**src/hdl/assert_macros.svh**
```systemverilog
// ----------------------------------------------------------------------------
// assert_macros.svh
// Shared concurrent assertion macros for the deframer RTL.
// ----------------------------------------------------------------------------
`ifndef ASSERT_MACROS_SVH
`define ASSERT_MACROS_SVH

// Same-cycle implication, disabled while reset is asserted
`define ASSERT_IMPL(lbl, clk, rst_n, ante, cons) \
  lbl: assert property (@(posedge clk) disable iff (!(rst_n)) (ante) |-> (cons)) \
    else $error("assertion failed");

// Next-cycle implication, disabled while reset is asserted
`define ASSERT_NEXT(lbl, clk, rst_n, ante, cons) \
  lbl: assert property (@(posedge clk) disable iff (!(rst_n)) (ante) |=> (cons)) \
    else $error("assertion failed");

`endif

```
**src/hdl/ldmd_pkg.sv**
```systemverilog
// ----------------------------------------------------------------------------
// ldmd_pkg
// Constants and types shared by the length-delimited message deframer.
// ----------------------------------------------------------------------------
package ldmd_pkg;

  // Width of the gathered length; valid range 8..56
  localparam int unsigned LENGTH_BITS   = 32;
  // Most varint bytes a length may take
  localparam int unsigned MAX_LEN_BYTES = (LENGTH_BITS + 6) / 7;
  // Varint byte counter width
  localparam int unsigned CNT_W         = 3;

  localparam logic [7:0] KEY_RESET = 8'h0A;

  // Result kinds
  typedef enum logic [1:0] {
    KIND_DATA  = 2'd0,
    KIND_EMPTY = 2'd1,
    KIND_ERROR = 2'd2
  } kind_e;

  // One result from the parser, valid marks that a byte caused one
  typedef struct packed {
    logic       valid;
    kind_e      kind;
    logic [7:0] payload;
    logic       last;
  } result_t;

endpackage

```
**src/hdl/ldmd_in_if.sv**
```systemverilog
// ----------------------------------------------------------------------------
// ldmd_in_if
// Byte stream channel into the deframer: valid/ready plus one byte.
// ----------------------------------------------------------------------------
interface ldmd_in_if;
  logic       valid;
  logic       ready;
  logic [7:0] stream_byte;

  modport source (output valid, output stream_byte, input ready);
  modport sink   (input valid, input stream_byte, output ready);
endinterface

```
**src/hdl/ldmd_out_if.sv**
```systemverilog
// ----------------------------------------------------------------------------
// ldmd_out_if
// Result channel out of the deframer: valid/ready plus kind, payload, last.
// ----------------------------------------------------------------------------
interface ldmd_out_if;
  logic           valid;
  logic           ready;
  ldmd_pkg::kind_e kind;
  logic [7:0]     payload;
  logic           last;

  modport source (output valid, output kind, output payload, output last, input ready);
  modport sink   (input valid, input kind, input payload, input last, output ready);
endinterface

```
**src/hdl/ldmd_parser.sv**
```systemverilog
// ----------------------------------------------------------------------------
// ldmd_parser
// Framing state machine: key check, varint length gather, payload count.
// Updates its state on each accepted word and gives the result combinationally.
// ----------------------------------------------------------------------------
`include "assert_macros.svh"

module ldmd_parser (
  input  logic                clk_i,
  input  logic                rst_ni,
  input  logic                step_i,
  input  logic [7:0]          byte_i,
  input  logic                cfg_we_i,
  input  logic [7:0]          cfg_data_i,
  output ldmd_pkg::result_t   res_o
);

  localparam int unsigned LB    = ldmd_pkg::LENGTH_BITS;
  localparam int unsigned WIDEW = ldmd_pkg::LENGTH_BITS + 7;
  localparam int unsigned CW    = ldmd_pkg::CNT_W;

  typedef enum logic [1:0] {
    PH_KEY  = 2'd0,
    PH_LEN  = 2'd1,
    PH_DATA = 2'd2
  } phase_e;

  phase_e          phase_q, phase_d;
  logic [LB-1:0]   remaining_q, remaining_d;
  logic [CW-1:0]   count_q, count_d;
  logic [7:0]      key_q;

  logic [5:0]       shamt;
  logic [WIDEW-1:0] wide;
  logic             overflow;
  logic             more;
  logic             too_many;
  logic [LB-1:0]    merged;
  logic [LB-1:0]    rem_dec;
  ldmd_pkg::result_t res;

  // Place the 7 length bits at 7 * count; high part flags an oversize length
  assign shamt    = 6'(count_q) * 6'd7;
  assign wide     = WIDEW'(byte_i[6:0]) << shamt;
  assign overflow = |wide[WIDEW-1:LB];
  assign more     = byte_i[7];
  assign too_many = ({1'b0, count_q} + (CW+1)'(1)) >= (CW+1)'(ldmd_pkg::MAX_LEN_BYTES);
  assign merged   = remaining_q | wide[LB-1:0];
  assign rem_dec  = remaining_q - LB'(remaining_q != '0);

  // Next state and result for the word at the input
  always_comb begin
    phase_d     = phase_q;
    remaining_d = remaining_q;
    count_d     = count_q;
    res.valid   = 1'b0;
    res.kind    = ldmd_pkg::KIND_DATA;
    res.payload = 8'h00;
    res.last    = 1'b0;
    case (phase_q)
      PH_LEN: begin
        if (overflow || (more && too_many)) begin
          phase_d     = PH_KEY;
          remaining_d = '0;
          count_d     = '0;
          res.valid   = 1'b1;
          res.kind    = ldmd_pkg::KIND_ERROR;
        end else if (more) begin
          remaining_d = merged;
          count_d     = count_q + CW'(1);
        end else begin
          remaining_d = merged;
          count_d     = '0;
          if (merged == '0) begin
            phase_d   = PH_KEY;
            res.valid = 1'b1;
            res.kind  = ldmd_pkg::KIND_EMPTY;
            res.last  = 1'b1;
          end else begin
            phase_d = PH_DATA;
          end
        end
      end
      PH_DATA: begin
        remaining_d = rem_dec;
        if (rem_dec == '0) phase_d = PH_KEY;
        res.valid   = 1'b1;
        res.kind    = ldmd_pkg::KIND_DATA;
        res.payload = byte_i;
        res.last    = (remaining_q <= LB'(1));
      end
      default: begin
        // key phase, also the unused code
        phase_d = PH_KEY;
        if (byte_i != key_q) begin
          res.valid = 1'b1;
          res.kind  = ldmd_pkg::KIND_ERROR;
        end else begin
          phase_d     = PH_LEN;
          remaining_d = '0;
          count_d     = '0;
        end
      end
    endcase
  end

  assign res_o = res;

  // State and key register
  always_ff @(posedge clk_i or negedge rst_ni) begin
    if (!rst_ni) begin
      phase_q     <= PH_KEY;
      remaining_q <= '0;
      count_q     <= '0;
      key_q       <= ldmd_pkg::KEY_RESET;
    end else begin
      if (step_i) begin
        phase_q     <= phase_d;
        remaining_q <= remaining_d;
        count_q     <= count_d;
      end
      if (cfg_we_i) key_q <= cfg_data_i;
    end
  end

  // Payload phase always has bytes still due
  `ASSERT_IMPL(a_data_nonzero, clk_i, rst_ni, phase_q == PH_DATA, remaining_q != '0)
  // Varint counter never passes the byte limit
  `ASSERT_IMPL(a_count_bound, clk_i, rst_ni, 1'b1,
               (CW+1)'(count_q) < (CW+1)'(ldmd_pkg::MAX_LEN_BYTES))
  // An accepted error always drops back to waiting for a key
  `ASSERT_NEXT(a_err_to_key, clk_i, rst_ni,
               step_i && res.valid && res.kind == ldmd_pkg::KIND_ERROR,
               phase_q == PH_KEY && count_q == '0)

endmodule

```
**src/hdl/length_delimited_message_deframer_unit.sv**
```systemverilog
// ----------------------------------------------------------------------------
// length_delimited_message_deframer_unit
// Splits a byte stream of key / varint length / payload messages.
// ----------------------------------------------------------------------------
// Usage:
//   in_ch carries one stream byte per word. out_ch carries one result word:
//   kind (payload byte, empty message or framing error), the payload byte
//   and a last mark on the final byte of a message or an empty message.
//   Key and length bytes produce no word except on error or zero length.
//   cfg_we_i / cfg_data_i write the expected key byte (0x0A after reset);
//   write it only while the block is idle.
// Timing:
//   One byte is accepted per cycle unless stalled. A result appears on
//   out_ch in the cycle after its byte, from a single output register;
//   the parser state updates in the same cycle: no bubble between bytes.
// Reset:
//   rst_ni clears the parser to waiting for a key and empties the output.
// Stall:
//   While a result waits on a low out_ch.ready, in_ch.ready drops; when the
//   receiver takes the result, a new byte is accepted in that same cycle.
// ----------------------------------------------------------------------------
`include "assert_macros.svh"

module length_delimited_message_deframer_unit (
  input  logic        clk_i,
  input  logic        rst_ni,
  ldmd_in_if.sink     in_ch,
  ldmd_out_if.source  out_ch,
  input  logic        cfg_we_i,
  input  logic [7:0]  cfg_data_i
);

  ldmd_pkg::result_t res;
  logic              accept;
  logic              out_valid_q;
  ldmd_pkg::kind_e   kind_q;
  logic [7:0]        payload_q;
  logic              last_q;

  // Free to take a word when the output is empty or being drained
  assign in_ch.ready = !out_valid_q || out_ch.ready;
  assign accept      = in_ch.valid && in_ch.ready;

  ldmd_parser u_parser (
    .clk_i      (clk_i),
    .rst_ni     (rst_ni),
    .step_i     (accept),
    .byte_i     (in_ch.stream_byte),
    .cfg_we_i   (cfg_we_i),
    .cfg_data_i (cfg_data_i),
    .res_o      (res)
  );

  // Output register
  always_ff @(posedge clk_i or negedge rst_ni) begin
    if (!rst_ni) begin
      out_valid_q <= 1'b0;
    end else if (accept) begin
      out_valid_q <= res.valid;
    end else if (out_ch.ready) begin
      out_valid_q <= 1'b0;
    end
  end

  always_ff @(posedge clk_i) begin
    if (accept && res.valid) begin
      kind_q    <= res.kind;
      payload_q <= res.payload;
      last_q    <= res.last;
    end
  end

  assign out_ch.valid   = out_valid_q;
  assign out_ch.kind    = kind_q;
  assign out_ch.payload = payload_q;
  assign out_ch.last    = last_q;

  // A word that yields a result shows it in the next cycle
  `ASSERT_NEXT(a_res_shown, clk_i, rst_ni, accept && res.valid,
               out_valid_q && kind_q == $past(res.kind))

endmodule

```
**src/flat_wrapper.sv**
```systemverilog
// flat-port wrapper written by rule: the top's interface ports become plain ports
module length_delimited_message_deframer_unit_flat 
  (clk_i, rst_ni, cfg_we_i, cfg_data_i, in_ch_valid, in_ch_stream_byte, in_ch_ready, out_ch_valid, out_ch_kind, out_ch_payload, out_ch_last, out_ch_ready);
  ldmd_in_if in_ch_i ();
  ldmd_out_if out_ch_i ();
  input  logic clk_i;
  input  logic rst_ni;
  input  logic cfg_we_i;
  input  logic [7:0] cfg_data_i;
  input wire logic [$bits(in_ch_i.valid)-1:0] in_ch_valid;
  input wire logic [$bits(in_ch_i.stream_byte)-1:0] in_ch_stream_byte;
  output wire logic [$bits(in_ch_i.ready)-1:0] in_ch_ready;
  output wire logic [$bits(out_ch_i.valid)-1:0] out_ch_valid;
  output wire logic [$bits(out_ch_i.kind)-1:0] out_ch_kind;
  output wire logic [$bits(out_ch_i.payload)-1:0] out_ch_payload;
  output wire logic [$bits(out_ch_i.last)-1:0] out_ch_last;
  input wire logic [$bits(out_ch_i.ready)-1:0] out_ch_ready;
  assign in_ch_i.valid = in_ch_valid;
  assign in_ch_i.stream_byte = in_ch_stream_byte;
  assign in_ch_ready = in_ch_i.ready;
  assign out_ch_valid = out_ch_i.valid;
  assign out_ch_kind = out_ch_i.kind;
  assign out_ch_payload = out_ch_i.payload;
  assign out_ch_last = out_ch_i.last;
  assign out_ch_i.ready = out_ch_ready;
  length_delimited_message_deframer_unit u_core (.clk_i(clk_i), .rst_ni(rst_ni), .in_ch(in_ch_i), .out_ch(out_ch_i), .cfg_we_i(cfg_we_i), .cfg_data_i(cfg_data_i));
endmodule
```
**config.mk**
```make
export PLATFORM = sky130hd
export DESIGN_NAME = length_delimited_message_deframer_unit_flat
export DESIGN_NICKNAME = d
export VERILOG_FILES = /design/src/hdl/ldmd_pkg.sv /design/src/hdl/ldmd_in_if.sv /design/src/hdl/ldmd_out_if.sv /design/src/hdl/ldmd_parser.sv /design/src/hdl/length_delimited_message_deframer_unit.sv /design/src/flat_wrapper.sv
export VERILOG_INCLUDE_DIRS = /design/src /design/src/hdl
export SDC_FILE = /design/constraint.sdc
export NUM_CORES = 1
export LEC_CHECK = 0
export BUFFER_PORTS_ARGS = -buffer_cell sky130_fd_sc_hd__buf_4
export CORE_MARGIN = 8
export CORE_UTILIZATION = 50
export DETAILED_ROUTE_END_ITERATION = 8
export PLACE_DENSITY = 0.71
export SLEW_MARGIN = 10
export SYNTH_ARGS = -nofsm -noshare
export SYNTH_HDL_FRONTEND = slang
export SYNTH_SLANG_ARGS = --single-unit
```
**constraint.sdc**
```tcl
create_clock -name clk_i -period 3.72 [get_ports clk_i]
set_input_delay 1.116 -clock clk_i [delete_from_list [all_inputs] [get_ports clk_i]]
set_output_delay 1.116 -clock clk_i [all_outputs]
set_load 0.005 [all_outputs]
```
==> summary.md, run 1 <==
| Metric | Value |
|---|---|
| Run status | `finished with violations` |
| Failing checks | `setup timing` |
| Tot GR Track Use | `0.250` |
| Final net count | `613` |
| Leading cell type in the layout, fill and taps excluded | `buf_4` |
| IO Pins | `34` |
| First-pass GRT wire length | `23600 um` |
| Fraction of layout cells with a size suffix above 1 | `0.242` |
| Most used DFF post-synth | `dfrtp_1` |
| Setup_tns | `-0.207 ns` |
| Clock Tree Buf Depth | `2` |
| RR Endpoint | `u_core.u_parser.phase_q[0]` |
| Crit path largest cell delay | `0.54 ns` |
| Post-synth EDFFs | `11` |
| GRT Residual Overflow | `0` |
| Die area | `12200 sq um` |
| Synth area leaders | `dfrtp_1, edfxtp_1, a21oi_1, nand2_1, o21ai_0` |
| Slew HR | `0.408` |
| Drt initial violations | `470` |
| Final period util | `1.03` |
| Hold-fix buffers, CTS | `0` |
| Static Leak | `2.17 nW` |
| Post-synth top area cell | `dfrtp_1` |
| Overall Power | `0.00190 W` |
| Minimum clock period | `3.83 ns` |
| Slowest cell on the critical path | `or4_1` |
| Part of the power in combinational logic | `0.304` |
| Area after DPL | `5070 sq um` |
| Initial antenna violation count | `0` |
| WHS Endpoint | `u_core.u_parser.key_q[4]` |
| Worst-Margin Slew | `0.885 ns` |
| Sequential area share after synthesis | `0.334` |
| Vias | `4640` |
| Most frequent cells in the layout | `buf_4, nand2_1, dfrtp_1, a21oi_1, nor2_1` |
| # fillers | `739` |
| Int Power | `0.00123 W` |
| Worst Reg-to-Reg Cells | `13` |
| Total wire length | `14700 um` |
| Post-Syn Instances | `535` |
| Share of the synthesized area in the top cell type | `0.248` |
| Worst hold path type | `flip-flop to flip-flop` |
| Largest net degree at the start of global routing | `47` |
| Worst r2r src | `u_core.u_parser.remaining_q[6]` |
| Initial core utilization | `0.512` |
| Syn-to-layout area delta | `19.3%` |
| Crit path buf inv count | `1` |
| Clock sinks | `57` |
| Unique cell type count in the Yosys netlist | `73` |
| Hold depth | `1` |
| Synth Cell Area | `4440 sq um` |
| CP Capture Type | `flip-flop` |
| Via/cell ratio | `6.64` |
| Ys Warns | `0` |
| Critical Path Most Common Cell | `ha_4` |
| Seq cells post-synth | `57` |
| Post-Syn Nets | `562` |
| Clock transition at path regs | `0.08 ns` |
| Setup ws final | `-0.112 ns` |
| Async S/R FF share, synth | `0.807` |
| CTS tree | `built` |
| Final HPWL DP | `10400 um` |
| Clock Power Share | `0.310` |
| DRC | `0` |
| CTS Buf Count | `9` |
| Max Cap Viol | `0` |
| Maximum vdd drop | `0.000215 V` |
| Final-report hold violation count | `0` |
| Ant. Diodes | `0` |
| Port bufs | `33` |
| Unrepaired setup endpoints after global routing | `true` |
| Final Util | `0.611` |
| DR pass1 iterations | `5` |
| Max-slew violation count | `0` |
| CP required | `3.94 ns` |
| Reg2reg setup slack | `-0.11 ns` |
| Chip width | `110 um` |
| Rows | `34` |
| Fmax | `261 MHz` |
| Avg Cell Area, Syn | `8.30 sq um` |
| DRT antenna net count | `0` |
| DR WL/cell | `21.0 um` |
| WP data arrival | `4.05 ns` |
| Startpoint Class | `flip-flop` |
| Worst-path maximum fanout | `2` |
| Die H | `110 um` |
| Vias in the first global route | `4436` |
| Clk_skew | `0.0129 ns` |
| Setup CP Type | `flip-flop to flip-flop` |
| CP cell instances | `nor4_4, nand4_1, nor3_4, inv_2, ha_4, ha_4, or4b_4, nor3_2, o21ai_1, or4_1, or4_4, o311ai_2, nand3_1` |
| Crit-path leading delay family | `simple AND/OR/NAND/NOR gates` |
| GPL Wtd Cong | `0.956` |
| Hold wc startpoint | `u_core.u_parser.key_q[4]` |
| NetSw | `0.000666 W` |
| # H-tree levels | `3` |
| Core area | `8680 sq um` |
| PwrDens | `358 nW/um^2` |
| Switching Fraction | `0.350` |
| # setup viols final | `2` |
| Final instance area | `5300 sq um` |
| Flop pwr share | `0.385` |
| Clk Latency, worst-skew pair | `0.35 ns` |
| CTS root buf | `clkbuf_8` |
worst max-delay path by stage:
stage	start	to	slack, ns	cells after the start
floorplan	u_core.u_parser.remaining_q[11]	u_core.u_parser.phase_q[0]	-0.06	14
global placement	u_core.u_parser.remaining_q[11]	u_core.u_parser.phase_q[0]	0.02	13
detailed placement	u_core.u_parser.remaining_q[6]	u_core.u_parser.phase_q[1]	-0.07	13
CTS	u_core.u_parser.remaining_q[11]	u_core.u_parser.phase_q[0]	-0.09	13
global route	u_core.u_parser.remaining_q[6]	u_core.u_parser.phase_q[0]	-0.27	13
finish	u_core.u_parser.remaining_q[6]	u_core.u_parser.phase_q[0]	-0.11	13
cells in the mapped netlist, types with 7 or more instances:
cell type and count:
nor4_1 10, xnor2_1 14, nor3_1 24, edfxtp_1 11
buf_2 15, nor2_1 37, nand3_1 15, o22ai_1 13
a31oi_1 9, inv_1 16, and2_1 10, a22o_1 10
dfrtp_1 44, nand2_1 46, a21oi_1 40, clkbuf_1 30
or4_1 9, nand4_1 9, mux2_2 8, o21ai_0 32
o31ai_1 11, a22oi_1 7
cell families after synthesis:
group	Yosys count	share of synthesized area
flip-flops	57	0.334
adder cells (fa/ha/maj)	6	0.0169
AO/OA/AOI/OAI	166	0.249
AND/OR/NAND/NOR	212	0.279
XOR/XNOR	18	0.0355
multiplexers	9	0.0225
buffers and inverters	67	0.0634
flip-flops by register name, indices dropped and copies added (netlist names):
signal / cells
u_core.u_parser.remaining_q: 32
u_core.out_ch.payload: 8
u_core.u_parser.key_q: 8
u_core.u_parser.count_q: 3
u_core.out_ch.kind: 2
u_core.u_parser.phase_q: 2
u_core.out_ch.last: 1
u_core.out_ch.valid: 1
worst reg2reg max path: stages, from the launching register on:
cell and delay (ns):
dfrtp_1 0.41, nor4_4 0.37, nand4_1 0.23, nor3_4 0.23, inv_2 0.06, ha_4 0.16
ha_4 0.26, or4b_4 0.45, nor3_2 0.11, o21ai_1 0.08, or4_1 0.54, or4_4 0.45
o311ai_2 0.24, nand3_1 0.11
area by class of cell:
class,instances,area [sq um],area share
multi-input combinational,411,2750,0.518
sequential,57,1480,0.280
timing repair buffer,90,676,0.128
tap,108,135,0.0255
clock buffer,9,124,0.0234
clock inverter,7,70.1,0.0132
inverter,17,63.8,0.0120
metal layers:
metal | global-route usage | part of all wire
met5 | 0 | 0
met2 | 0.390 | 0.46
met3 | 0.0576 | 0.10
met1 | 0.330 | 0.40
met4 | 0.0980 | 0.032
repair_timing:
| action | CTS | global route |
|---|---|---|
| pin swaps | 2 | 1 |
| setup buffers | 3 | 1 |
| hold endpoints to repair | 0 | 0 |
| gates resized for setup | 1 | 0 |
| setup endpoints to repair | 2 | 2 |
through the flow:
step / std cells / hold WS [ns] / setup WS [ns]
after CTS: 698 / 0.538 / -0.0905
after global routing: 699 / 0.550 / -0.274
after floorplan: 535 / 0.502 / -0.0646
after detailed placement: 679 / 0.520 / -0.0671
final: 699 / 0.536 / -0.112
after global placement: 679 / 0.512 / 0.0235
power by group through the flow:
stage          Sequential [W]  Clock (W)  Combinational (W)
2_1_floorplan        0.000725          0           0.000384
6_report             0.000732   0.000590           0.000578
5_1_grt              0.000737   0.000623           0.000626
3_5_place_dp         0.000743          0           0.000554
4_1_cts              0.000730   0.000593           0.000564
3_3_place_gp         0.000740          0           0.000542
Power figures use the tool's default switching activity.
==> run 2, diff against run 1 <==
Settings changed: SETUP_SLACK_MARGIN set to 0.4.
==> run 2 against run 1 <==
Against the previous run:
- largest cell class unchanged
- clock power is 2% lower
- first-iteration DRC count is 34% higher
- highest routed layer unchanged
- sequential share of layout area hardly changed
- utilization is 0.087 points higher
- the flow still finishes with violations (setup timing)
==> summary.md, run 2 (synthesized netlist as in run 1, its figures left out) <==
| Metric | Value |
|---|---|
| # setup viols final | `1 (-1)` |
| Clock transition at path regs | `0.07 ns (about the same)` |
| Final HPWL DP | `10400 um (+0.19%)` |
| Run status | `finished with violations` |
| Initial antenna violation count | `0 (unchanged)` |
| CTS tree | `built` |
| Chip width | `110 um (unchanged)` |
| Startpoint Class | `flip-flop` |
| Placed insts | `680 (+0.15%)` |
| Vias in the first global route | `4461 (+0.56%)` |
| Total wire length | `14700 um (about the same)` |
| PwrDens | `356 nW/um^2 (-0.80%)` |
| DRC | `0 (unchanged)` |
| GPL Wtd Cong | `0.948 (-0.88%)` |
| Maximum vdd drop | `0.000171 V (-20%)` |
| WP data arrival | `3.96 ns (-0.09 ns)` |
| Minimum clock period | `3.73 ns (-0.105 ns)` |
| Clk Latency, worst-skew pair | `0.35 ns (about the same)` |
| CP required | `3.96 ns (+0.02 ns)` |
| Core area | `8680 sq um (unchanged)` |
| Hold depth | `1 (unchanged)` |
| CTS Buf Count | `9 (unchanged)` |
| Leading cell type in the layout, fill and taps excluded | `buf_4` |
| First-pass GRT wire length | `23300 um (-1.4%)` |
| Unrepaired setup endpoints after global routing | `true` |
| Vias | `4748 (+2.3%)` |
| Largest net degree at the start of global routing | `47 (unchanged)` |
| Drt initial violations | `628 (+34%)` |
| Port bufs | `33 (unchanged)` |
| CTS root buf | `clkbuf_8` |
| Clock Tree Buf Depth | `2 (unchanged)` |
| Final-report hold violation count | `0 (unchanged)` |
| Ant. Diodes | `0 (unchanged)` |
| Worst hold path type | `flip-flop to flip-flop` |
| Worst Reg-to-Reg Cells | `13 (unchanged)` |
| Final Non-Filler Cells | `699 (unchanged)` |
| Rows | `34 (unchanged)` |
| Die area | `12200 sq um (unchanged)` |
| Failing checks | `setup timing` |
| Clk_skew | `0.0103 ns (-0.00257 ns)` |
| GRT Residual Overflow | `0 (unchanged)` |
| Largest Register | `u_core.u_parser.remaining_q` |
| Tot GR Track Use | `0.249 (-0.00177)` |
| Syn-to-layout area delta | `19.5%` |
| IO Pins | `34 (unchanged)` |
| Setup CP Type | `flip-flop to flip-flop` |
| Clock sinks | `57 (unchanged)` |
| Fraction of layout cells with a size suffix above 1 | `0.247 (+0.00508)` |
| Most frequent cells in the layout | `buf_4, nand2_1, dfrtp_1, a21oi_1, nor2_1` |
| Max Cap Viol | `0 (unchanged)` |
| CP Capture Type | `flip-flop` |
| DR WL/cell | `21.0 um (about the same)` |
| Final period util | `1.00 (-0.0281)` |
| Initial core utilization | `0.512 (unchanged)` |
| Setup ws final | `-0.00719 ns (+0.105 ns)` |
| Slew HR | `0.463 (+0.0555)` |
| Max-slew violation count | `0 (unchanged)` |
| # H-tree levels | `3 (unchanged)` |
| Worst-path maximum fanout | `2 (unchanged)` |
| Hold-fix buffers, CTS | `0 (unchanged)` |
| DR pass1 iterations | `5 (unchanged)` |
| Max reg flops | `32 (unchanged)` |
| Static Leak | `2.17 nW (+0.12%)` |
| Via/cell ratio | `6.79 (+2.3%)` |
| Die H | `110 um (unchanged)` |
| Final net count | `613 (unchanged)` |
| Final Util | `0.611 (+0.000866)` |
| DRT antenna net count | `0 (unchanged)` |
| Fmax | `268 MHz (+2.8%)` |
| Overall Power | `0.00189 W (-0.66%)` |
| Worst-Margin Slew | `0.799 ns (-0.0862 ns)` |
[run 2: cell types whose count changed in the layout (fill, tap and decap cells not counted)]
| cell | previous run | this run |
|---|---|---|
| clkinvlp_4 | 2 | 1 |
| nor2b_1 | 5 | 4 |
| clkinv_2 | 0 | 1 |
| clkbuf_1 | 0 | 1 |
| nor2b_2 | 0 | 1 |
| o311ai_2 | 1 | 2 |
| nor2_2 | 1 | 3 |
| o311ai_1 | 1 | 0 |
| nor2_1 | 37 | 35 |
| inv_6 | 1 | 0 |
[run 2: through the flow]
step	cell area [sq um]	hold WS [ns]	setup TNS, ns	setup slack [ns]
2_1_floorplan	4500	0.502	-0.122	-0.0646
3_3_place_gp	5080	0.512	0	0.0133
3_5_place_dp	5080	0.518	-0.247	-0.139
4_1_cts	5300	0.534	-0.0256	-0.0201
5_1_grt	5310	0.554	-0.225	-0.125
6_report	5310	0.530	-0.00719	-0.00719
[run 2: report_power, final]
part           switching (W)  internal, W  total, W  leakage [nW]
clock               0.000272     0.000305  0.000576        0.0913
sequential         0.0000527     0.000679  0.000732         0.698
combinational       0.000333     0.000245  0.000578          1.38
[run 2: final timing paths]
kind                                                 start                               to  slack [ns]
min reg2reg                       u_core.u_parser.key_q[0]         u_core.u_parser.key_q[0]        0.53
max reg2reg                u_core.u_parser.remaining_q[11]       u_core.u_parser.phase_q[0]      -0.007
min in group asynchronous                           rst_ni         u_core.u_parser.key_q[0]        0.77
min                               u_core.u_parser.key_q[0]         u_core.u_parser.key_q[0]        0.53
max in group asynchronous                           rst_ni  u_core.u_parser.remaining_q[15]        2.52
max                        u_core.u_parser.remaining_q[11]       u_core.u_parser.phase_q[0]      -0.007
[run 2: layer usage]
layer | wire (um) | part of all wire | vias up | track usage
met4 | 604 | 0.041 | 0 | 0.129
met3 | 1640 | 0.11 | 51 | 0.0477
met1 | 5830 | 0.40 | 2231 | 0.330
met2 | 6620 | 0.45 | 342 | 0.377
met5 | 0 | 0 | - | 0
li1 | - | - | 2124 | -
[run 2: what timing repair did]
action / 4_1_cts / 5_1_grt
gates resized for setup: 2 / 2
pin swaps: 6 / 2
endpoints found under the setup margin: 2 / 4
buffers inserted: 3 / 0
[run 2: cell type report]
| class | count | area (sq um) |
|---|---|---|
| multi-input combinational | 411 | 2760 |
| inverter | 17 | 63.8 |
| sequential | 57 | 1480 |
| tap | 108 | 135 |
| clock buffer | 10 | 128 |
| timing repair buffer | 90 | 676 |
| fill | 789 | 3370 |
| clock inverter | 6 | 58.8 |
[run 2: critical path, cell delays in order (launching register included)]
cell	delay, ns
dfrtp_1	0.41
nor4_4	0.33
nand4_1	0.25
nor3_4	0.25
inv_2	0.06
ha_4	0.17
ha_4	0.26
or4b_4	0.45
nor3_2	0.12
o21ai_1	0.09
or4_1	0.44
or4_4	0.47
o311ai_2	0.23
nand3_1	0.10
==> run 3, diff against run 2 <==
Settings changed: CTS_BUF_LIST set to sky130_fd_sc_hd__clkbuf_16.
==> run 3 against run 2 <==
Against the previous run:
- the run now ends clean
- utilization rose by 1.3 points
- fmax rose by 0.53%
- die area did not move
- worst setup slack improved by 0.020 ns
- sequential share of layout area fell by 0.57 points
- final area rose by 2.1%
- via count did not move
- worst hold slack got worse by 0.0040 ns
- routed wire length rose by 0.34%
- first-iteration DRC count fell by 7.8%
- global-route usage rose by 0.18 points
==> summary.md, run 3 (synthesized netlist as in run 1, its figures left out) <==
| Metric | Value |
|---|---|
| Tot GR Track Use | `0.250 (+0.00183)` |
| DR pass1 iterations | `7 (+2)` |
| Worst r2r src | `u_core.u_parser.remaining_q[11]` |
| Static Leak | `2.22 nW (+2.6%)` |
| PwrDens | `393 nW/um^2 (+11%)` |
| Initial antenna violation count | `0 (unchanged)` |
| First-pass GRT wire length | `23600 um (+1.1%)` |
| Clk_skew | `0.00953 ns (-0.000765 ns)` |
| CP required | `3.93 ns (-0.03 ns)` |
| Chip width | `110 um (unchanged)` |
| Core area | `8680 sq um (unchanged)` |
| Int Power | `0.00144 W (+17%)` |
| Final Util | `0.624 (+0.0128)` |
| CP Capture Type | `flip-flop` |
| Clock sinks | `57 (unchanged)` |
| Most frequent cells in the layout | `buf_4, nand2_1, dfrtp_1, a21oi_1, nor2_1` |
| Worst-Margin Slew | `0.807 ns (+0.00786 ns)` |
| Worst hold path type | `flip-flop to flip-flop` |
| Hold-fix buffers, CTS | `0 (unchanged)` |
| Ant. Diodes | `0 (unchanged)` |
| Die H | `110 um (unchanged)` |
| # fillers | `775 (-1.8%)` |
| Part of the power in combinational logic | `0.275 (-0.032)` |
| DRT antenna net count | `0 (unchanged)` |
| Minimum clock period | `3.71 ns (-0.0195 ns)` |
| Drt initial violations | `579 (-7.8%)` |
| Final net count | `614 (+0.16%)` |
| Final HPWL DP | `10400 um (unchanged)` |
| GPL Wtd Cong | `0.948 (unchanged)` |
| Via/cell ratio | `6.78 (-0.14%)` |
| Max Cap Viol | `0 (unchanged)` |
| CTS tree | `built` |
| Clock Tree Buf Depth | `2 (unchanged)` |
| Vias | `4748 (unchanged)` |
| Unrepaired setup endpoints after global routing | `true` |
| Startpoint Class | `flip-flop` |
| # H-tree levels | `3 (unchanged)` |
| Fmax | `270 MHz (+0.53%)` |
| Initial core utilization | `0.512 (unchanged)` |
| Max reg flops | `32 (unchanged)` |
| # setup viols final | `0 (-1)` |
| Largest Register | `u_core.u_parser.remaining_q` |
| Max-slew violation count | `0 (unchanged)` |
| Die area | `12200 sq um (unchanged)` |
| Switching Fraction | `0.323 (-0.0249)` |
| IO Pins | `34 (unchanged)` |
| CP Launch Point | `u_core.u_parser.remaining_q[11]` |
| Slew HR | `0.462 (-0.00114)` |
| Flop pwr share | `0.344 (-0.044)` |
| Hold depth | `1 (unchanged)` |
| Clock Power Share | `0.381 (+0.076)` |
| Run status | `finished clean` |
| Largest net degree at the start of global routing | `47 (unchanged)` |
| Total wire length | `14800 um (+0.34%)` |
| Syn-to-layout area delta | `22.0%` |
| Maximum vdd drop | `0.000230 V (+34%)` |
| Final period util | `0.997 (-0.00524)` |
| Crit path to | `u_core.u_parser.phase_q[0]` |
| Worst-path maximum fanout | `2 (unchanged)` |
| Leading cell type in the layout, fill and taps excluded | `buf_4` |
| WP data arrival | `3.92 ns (-0.04 ns)` |
| Worst Reg-to-Reg Cells | `13 (unchanged)` |
| CTS root buf | `clkbuf_16` |
| Final Non-Filler Cells | `700 (+0.14%)` |
| Reg2reg setup slack | `0.01 ns (+0.02 ns)` |
| DRC | `0 (unchanged)` |
| Setup CP Type | `flip-flop to flip-flop` |
| Clock transition at path regs | `0.05 ns (-0.02 ns)` |
| Vias in the first global route | `4497 (+0.81%)` |
| CTS Buf Count | `9 (unchanged)` |
| Fraction of layout cells with a size suffix above 1 | `0.247 (-0.000417)` |
| Final-report hold violation count | `0 (unchanged)` |
| Clk Latency, worst-skew pair | `0.33 ns (-0.02 ns)` |
| Setup_tns | `0 ns (+0.00719 ns)` |
| RR Endpoint | `u_core.u_parser.phase_q[0]` |
| DR WL/cell | `21.1 um (+0.20%)` |
| Rows | `34 (unchanged)` |
| GRT Residual Overflow | `0 (unchanged)` |
| NetSw | `0.000689 W (+4.8%)` |
| Placed insts | `680 (unchanged)` |
| Port bufs | `33 (unchanged)` |
## run 3: cell types whose count changed in the layout (fill, tap and decap cells not counted), sizes merged
cell / before / now
inv: 16 / 17
buf: 90 / 91
clkbuf: 10 / 9
## run 3: final cells by class
class,instances,area (sq um),share of cell area
clock buffers,9,225,0.0416
flip-flops and latches,57,1480,0.274
multi-input cells,411,2760,0.510
repair buffers,91,683,0.126
inverters,17,63.8,0.0118
well taps,108,135,0.0249
clock inverters,7,62.6,0.0115
## run 3: through the flow
step                      hold slack, ns  total power, W  cell area, sq um  setup WS (ns)
after global routing               0.549         0.00220              5420         -0.105
after detailed placement           0.518         0.00129              5080         -0.139
after floorplan                    0.502         0.00111              4500        -0.0646
after global placement             0.512         0.00128              5080         0.0133
final                              0.526         0.00213              5420         0.0123
after CTS                          0.530         0.00211              5400        -0.0186
## run 3: worst min path at each step
stage / from / to / slack, ns
finish: u_core.u_parser.key_q[7] / u_core.u_parser.key_q[7] / 0.53
global route: u_core.u_parser.key_q[0] / u_core.u_parser.key_q[0] / 0.55
CTS: u_core.u_parser.key_q[0] / u_core.u_parser.key_q[0] / 0.53
detailed placement: u_core.u_parser.key_q[0] / u_core.u_parser.key_q[0] / 0.52
global placement: u_core.u_parser.key_q[7] / u_core.u_parser.key_q[7] / 0.51
floorplan: u_core.u_parser.key_q[0] / u_core.u_parser.key_q[0] / 0.50
## run 3: power by group through the flow
stage	sequential (W)	clock, W	combinational, W
6_report	0.000733	0.000811	0.000585
3_3_place_gp	0.000739	0	0.000539
4_1_cts	0.000731	0.000817	0.000563
3_5_place_dp	0.000742	0	0.000551
2_1_floorplan	0.000725	0	0.000384
5_1_grt	0.000737	0.000839	0.000629
## run 3: timing repair
| action | 4_1_cts | 5_1_grt |
|---|---|---|
| gates resized for setup | 2 | 2 |
| cloned | 0 | 0 |
| pin swaps | 6 | 2 |
| buffers inserted | 3 | 1 |
| endpoints found under the setup margin | 2 | 4 |
## run 3: per-layer routing
metal  part of all wire  wire length, um  up-vias  GRT usage
li1                   -                -     2116          -
met1               0.39             5810     2238      0.327
met2               0.45             6700      329      0.380
met3               0.10             1530       65     0.0506
met4              0.048              711        0      0.139
met5                  0                0        -          0
## run 3: critical path: stages (launching register included)
cell	delay [ns]
dfrtp_1	0.41
nor4_4	0.34
nand4_1	0.25
nor3_4	0.25
inv_2	0.06
ha_4	0.16
ha_4	0.25
or4b_4	0.44
nor3_2	0.12
o21ai_1	0.09
or4_1	0.43
or4_4	0.46
o311ai_2	0.22
nand3_1	0.10
